## config.mk

```make
export PLATFORM = sky130hd
export DESIGN_NAME = keyboard_event_fifo_device_top
export DESIGN_NICKNAME = d
export VERILOG_FILES = /design/src/rtl/kbd_fifo_pkg.sv /design/src/rtl/keyboard_event_fifo_device_top.sv
export SDC_FILE = /design/constraint.sdc
export NUM_CORES = 2
export LEC_CHECK = 0
export ABC_AREA = 0
export BUFFER_PORTS_ARGS = -buffer_cell sky130_fd_sc_hd__buf_2
export CORE_ASPECT_RATIO = 1.4
export CORE_MARGIN = 2
export CORE_UTILIZATION = 55
export DETAILED_ROUTE_END_ITERATION = 12
export MAX_ROUTING_LAYER = met4
export PLACE_DENSITY_LB_ADDON = 0.08
export RECOVER_POWER = 100
export SLEW_MARGIN = 15
export SYNTH_ARGS = -nofsm -noshare
export SYNTH_HDL_FRONTEND = slang
export SYNTH_SLANG_ARGS = --single-unit
export TNS_END_PERCENT = 1
```

## constraint.sdc

```tcl
create_clock -name clk -period 2.75 [get_ports clk]
set_input_delay 0.275 -clock clk [delete_from_list [all_inputs] [get_ports clk]]
set_output_delay 0.275 -clock clk [all_outputs]
set_load 0.05 [all_outputs]
```

## src/rtl/kbd_fifo_pkg.sv

```systemverilog
// Package for the keyboard event FIFO device: host command codes,
// key space size and the controller state type.
// No dependencies; used by the top level and its checker.
`default_nettype none

package kbd_fifo_pkg;

    localparam int unsigned KEY_W     = 8;
    localparam int unsigned KEY_SPACE = 256;
    localparam int unsigned REG_W     = 16;

    localparam logic [REG_W-1:0] CMD_CLEAR   = 16'd0;
    localparam logic [REG_W-1:0] CMD_POP     = 16'd1;
    localparam logic [REG_W-1:0] CMD_TEST    = 16'd2;
    localparam logic [REG_W-1:0] CMD_SET_MSG = 16'd3;

    localparam logic OP_KEY_EVENT = 1'b0;
    localparam logic OP_HOST_CMD  = 1'b1;

    typedef enum logic [1:0] {
        ST_IDLE = 2'b01,
        ST_EXEC = 2'b10
    } state_t;

endpackage

`default_nettype wire

```

## src/rtl/keyboard_event_fifo_device_top.sv

```systemverilog
// Keyboard event FIFO device: key ring and pressed-key memories with the
// host command decoder. Depends on kbd_fifo_pkg.
//
// Result: an item accepted at a clock edge shows its result (done high) in
//   the cycle after that edge; the reply data come from the registered
//   read of the ring and pressed-key memories.
// Busy is high while the result shows; no new item is taken then.
// Reset: asynchronous, active low; indices, message and all pressed bits
//   clear at once (per-key valid flops), ring contents are left as they are.
// The receiver cannot stall: done lasts exactly one cycle.
`default_nettype none

module keyboard_event_fifo_device_top #(
    parameter int unsigned RING_DEPTH = 256
) (
    input  wire logic                               clk,
    input  wire logic                               rst_n,
    input  wire logic                               start,
    output logic                                    busy,
    input  wire logic                               operation,
    input  wire logic [kbd_fifo_pkg::KEY_W-1:0]     key_code,
    input  wire logic                               key_down,
    input  wire logic [kbd_fifo_pkg::REG_W-1:0]     command,
    input  wire logic [kbd_fifo_pkg::REG_W-1:0]     argument,
    output logic                                    done,
    output logic                                    reply_valid,
    output logic [kbd_fifo_pkg::REG_W-1:0]          reply_value,
    output logic                                    raise_interrupt,
    output logic [kbd_fifo_pkg::REG_W-1:0]          interrupt_message
);
    import kbd_fifo_pkg::*;

    localparam int unsigned IDX_W = (RING_DEPTH > 1) ? $clog2(RING_DEPTH) : 1;
    localparam logic [IDX_W-1:0] IDX_LAST = IDX_W'(RING_DEPTH - 1);

    // storage
    logic [KEY_W-1:0] ring_mem [RING_DEPTH];
    logic             pressed_mem [KEY_SPACE];
    logic [KEY_SPACE-1:0] pressed_vld_reg;

    state_t           state_reg, state_next;
    logic [IDX_W-1:0] wr_idx_reg, wr_idx_next;
    logic [IDX_W-1:0] rd_idx_reg, rd_idx_next;
    logic [REG_W-1:0] msg_reg, msg_next;

    // per-item decode, captured at accept
    logic             pop_cmd_reg, test_cmd_reg, pop_hit_reg;
    logic             test_ok_reg, irq_reg;
    logic [REG_W-1:0] irq_msg_reg;

    logic [KEY_W-1:0] ring_rdata_reg;
    logic             pressed_rdata_reg;

    logic             accept;
    logic             key_evt, is_pop, is_test, ring_push, ring_nonempty;
    logic [KEY_W-1:0] test_key;

    function automatic logic [IDX_W-1:0] idx_inc(input logic [IDX_W-1:0] idx);
        logic [IDX_W-1:0] r;
        if (idx == IDX_LAST)
            r = '0;
        else
            r = idx + IDX_W'(1);
        return r;
    endfunction

    assign accept        = start && (state_reg == ST_IDLE);
    assign key_evt       = (operation == OP_KEY_EVENT);
    assign is_pop        = (operation == OP_HOST_CMD) && (command == CMD_POP);
    assign is_test       = (operation == OP_HOST_CMD) && (command == CMD_TEST);
    assign ring_push     = key_evt && key_down && (key_code != '0);
    assign ring_nonempty = (wr_idx_reg != rd_idx_reg);
    assign test_key      = argument[KEY_W-1:0];

    always_comb
    begin
        state_next  = state_reg;
        wr_idx_next = wr_idx_reg;
        rd_idx_next = rd_idx_reg;
        msg_next    = msg_reg;
        case (state_reg)
            ST_IDLE:
            begin
                if (start)
                begin
                    state_next = ST_EXEC;
                    if (key_evt)
                    begin
                        if (ring_push)
                            wr_idx_next = idx_inc(wr_idx_reg);
                    end
                    else
                    begin
                        case (command)
                            CMD_CLEAR:   wr_idx_next = rd_idx_reg;
                            CMD_POP:
                            begin
                                if (ring_nonempty)
                                    rd_idx_next = idx_inc(rd_idx_reg);
                            end
                            CMD_SET_MSG: msg_next = argument;
                            default:     ;
                        endcase
                    end
                end
            end
            ST_EXEC:     state_next = ST_IDLE;
            default:     state_next = ST_IDLE;
        endcase
    end

    always_ff @(posedge clk or negedge rst_n)
    begin
        if (!rst_n)
        begin
            state_reg       <= ST_IDLE;
            wr_idx_reg      <= '0;
            rd_idx_reg      <= '0;
            msg_reg         <= '0;
            pressed_vld_reg <= '0;
            pop_cmd_reg     <= 1'b0;
            test_cmd_reg    <= 1'b0;
            pop_hit_reg     <= 1'b0;
            test_ok_reg     <= 1'b0;
            irq_reg         <= 1'b0;
        end
        else
        begin
            state_reg  <= state_next;
            wr_idx_reg <= wr_idx_next;
            rd_idx_reg <= rd_idx_next;
            msg_reg    <= msg_next;
            if (accept)
            begin
                if (key_evt)
                    pressed_vld_reg[key_code] <= 1'b1;
                pop_cmd_reg  <= is_pop;
                test_cmd_reg <= is_test;
                pop_hit_reg  <= is_pop && ring_nonempty;
                // keys beyond the key space always test as released
                test_ok_reg  <= (argument[REG_W-1:KEY_W] == '0) && pressed_vld_reg[test_key];
                irq_reg      <= key_evt && (msg_reg != '0);
            end
        end
    end

    always_ff @(posedge clk)
    begin
        if (accept)
            irq_msg_reg <= msg_reg;
    end

    // ring memory: one write port, one registered read port
    always_ff @(posedge clk)
    begin
        if (accept && ring_push)
            ring_mem[wr_idx_reg] <= key_code;
        ring_rdata_reg <= ring_mem[rd_idx_reg];
    end

    // pressed-key memory; an entry never written reads as released
    always_ff @(posedge clk)
    begin
        if (accept && key_evt)
            pressed_mem[key_code] <= key_down;
        pressed_rdata_reg <= pressed_mem[test_key];
    end

    assign busy = (state_reg == ST_EXEC);
    assign done = (state_reg == ST_EXEC);

    always_comb
    begin
        reply_valid       = done && (pop_cmd_reg || test_cmd_reg);
        reply_value       = '0;
        raise_interrupt   = done && irq_reg;
        interrupt_message = '0;
        if (done && pop_hit_reg)
            reply_value = {{(REG_W-KEY_W){1'b0}}, ring_rdata_reg};
        else if (done && test_cmd_reg)
            reply_value = {{(REG_W-1){1'b0}}, test_ok_reg && pressed_rdata_reg};
        if (done && irq_reg)
            interrupt_message = irq_msg_reg;
    end

endmodule

`default_nettype wire

```

==> reports/qor.yml <==
power_and_ir_drop:
  vdd_ir_drop_max_v: 0.0006577
  leakage_uw: 0.03946
  power_density_nw_per_um2: 663.0
  totalPowerFinal_uw: 79320
sta:
  drv_slew: 191
  setup_viol: 2741
  slew_headroom_pct: -55.53
  hold_viol_final: 0
  max_freq_mhz: 322.8
  fin_ws_ps: -347.4
  rsz0062_at_grt: "true"
  fin_setup_tns_ps: -358780
  worstMarginPinSlew_ps: 2333
  fin_skew_ps: 55.43
  period_minus_slack_ps: 3097
  post-route-period-util_pct: 112.6
synth:
  syn_inst: 5061
  mappedNetlistArea_um2: 103200
  async_flop_share_pct: 11.24
  yosys.area.top_type: "edfxtp_1"
  avgSynthCellArea_um2: 20.40
  synth.area.top_cells: "edfxtp_1, mux4_2, dfrtp_1"
  synth-seq-area-share_pct: 74.81
  synthFlopType: "edfxtp_1"
  yosysWarnings: 0
  ys_ff_latch: 2624
  synth_top_area_share_pct: 67.48
  synth-edff-count: 2320
  ys_types: 70
clock_network:
  clk_pin_slew_worst_paths_ps: 70
  cts_sinks: 2624
  cts_buffers: 243
  clockBufferDepth: 4
  htree_num_levels: 4
  cts_root_buffer: "clkbuf_16"
  cts_tree: "done"
  clk_latency_ps: 900
detailed_routing:
  wl_per_cell_um: 32.60
  vias: 52020
  postRouteAntennaNets: 0
  first_iter_violations: 5097
  avgViaCountPerCell: 6.279
  wl_um: 270000
  first_pass_iters: 7
  drc: 0
final_layout:
  areaGrowthSynthToFinish_pct: 15.89
  num-nets-final: 5661
  nFillCells: 12800
  final_common_cell: "edfxtp_1"
  final_cell_mix: "edfxtp_1, mux4_2, nor2_1, buf_4, dfrtp_1"
  design_area_um2: 119600
  largest_register_ffs: 2048
  drive_above_1_share_pct: 38.54
outcome:
  violations: "capacitance limit, slew limit, setup timing"
  outcome: "finished, violations left"
floorplan:
  coreArea_um2: 187000
  initial_utilization_pct: 55.20
  rows: 188
  die_x_um: 370.2
  dieArea_um2: 191200
  io_pins: 81
  die_y_um: 516.6
job:
  maxCapViolations: 5
critical_path:
  cp_data_arrival_time_ps: 3860
  cp-end-kind: "flip-flop"
  crit_path_max_fanout: 8
  crit_required_ps: 3510
  start_kind: "flip-flop"
  path_class: "reg2reg"
place:
  placed_area_um2: 110100
  dpl_worst_slack_ps: -684.1
  portBuffers: 72
  globalplace.congestion: 0.9069
  detailed_place_hpwl_um: 175900
global_route:
  antenna_found_initial: 9
  grt_pass1_vias: 53930
  grt_usage_pct: 29.50
  grt_start_max_net_pins: 200
  overflow: 0
  grt_pass1_wl_um: 388000
min_path:
  hp-class: "in2reg"
[critical path, stage by stage, from the launching register on]
cell and delay, ps:
dfrtp_4 510, buf_12 190, buf_16 150, buf_16 130, buf_4 140, mux4_2 480
mux4_2 520, a22oi_2 240, buf_4 180, a21oi_1 90, a211o_1 300
[per-layer routing]
layer | wire length (µm) | vias to the layer above | share of wire (%) | GRT usage [%]
met2 | 143300 | 1967 | 53 | 50.44
met3 | 16190 | 518 | 6.0 | 4.124
li1 | - | 21600 | - | -
met1 | 98320 | 27930 | 36 | 35.72
met4 | 12240 | 0 | 4.5 | 11.59
met5 | 0 | - | 0 | -
[cells by family after synthesis]
group	synth area share, %
flops	74.81
simple gates	4.860
mux	17.37
buf+inv	1.483
compound gates	1.321
xor+xnor	0.09333
fa+ha+maj	0.06060
other cells	0.003632
[worst paths after layout]
| kind | start | endpoint | slack, ps | cells after the start |
|---|---|---|---|---|
| min | argument[2] | msg_reg[2] | 130 | 3 |
| min reg2reg | pressed_vld_reg[58] | pressed_vld_reg[58] | 460 | 1 |
| max reg2reg | rd_idx_reg[0] | ring_rdata_reg[1] | -350 | 10 |
| max | rd_idx_reg[0] | ring_rdata_reg[1] | -350 | 10 |
| max in group asynchronous | rst_n | rd_idx_reg[1] | 230 | 4 |
| min in group asynchronous | rst_n | pressed_vld_reg[231] | 820 | 3 |
[stage by stage]
step,std cells,hold slack [ps],util [%]
6_report,8284,128.0,63.98
3_5_place_dp,7743,330.1,58.85
2_1_floorplan,5068,-20.59,-
5_1_grt,8283,109.1,63.98
4_1_cts,8245,24.75,63.69
3_3_place_gp,7743,326.7,58.85
[power breakdown]
group / leakage (µW) / internal (µW) / switching, µW / total [µW]
clock network: 0.00377 / 18300 / 14600 / 33000
logic: 0.0107 / 710 / 1950 / 2660
registers: 0.0250 / 43600 / 120 / 43700
total: 0.0395 / 62600 / 16700 / 79300
[what timing repair did]
item	in CTS	in global routing
cloned	9	2
pin swaps	10	13
resized for setup	195	181
hold endpoints to repair	359	0
hold buffers	28	0
setup buffers	21	35
endpoints found under the setup margin	1686	1131
[cell type report]
type / instances / area (µm²) / share of cell area (%)
antenna: 4 / 10.01 / 0.008366
inverter: 14 / 52.55 / 0.04392
tap: 2470 / 3090 / 2.583
sequential: 2624 / 77250 / 64.57
clock inverter: 140 / 1180 / 0.9862
clock buffer: 304 / 6513 / 5.443
multi-input combinational: 2133 / 25510 / 21.32
timing repair buffer: 595 / 6040 / 5.048
[cell usage after synthesis, types with 11 or more instances]
cell and count:
mux2i_1 70, mux4_2 757, o21ai_0 26, buf_1 38, or2_2 256, nor3_1 11, nor2_1 555, nand3_1 46
buf_2 63, a21oi_1 30, nor2b_1 22, buf_4 32, inv_1 12, o221ai_1 11, and3_1 28, mux2_2 16
a22oi_1 48, dfrtp_1 294, edfxtp_1 2320, o22ai_1 11, nand2_1 110, clkbuf_1 142, buf_6 22, nor4_1 13
(Power assumes the default switching activity.)
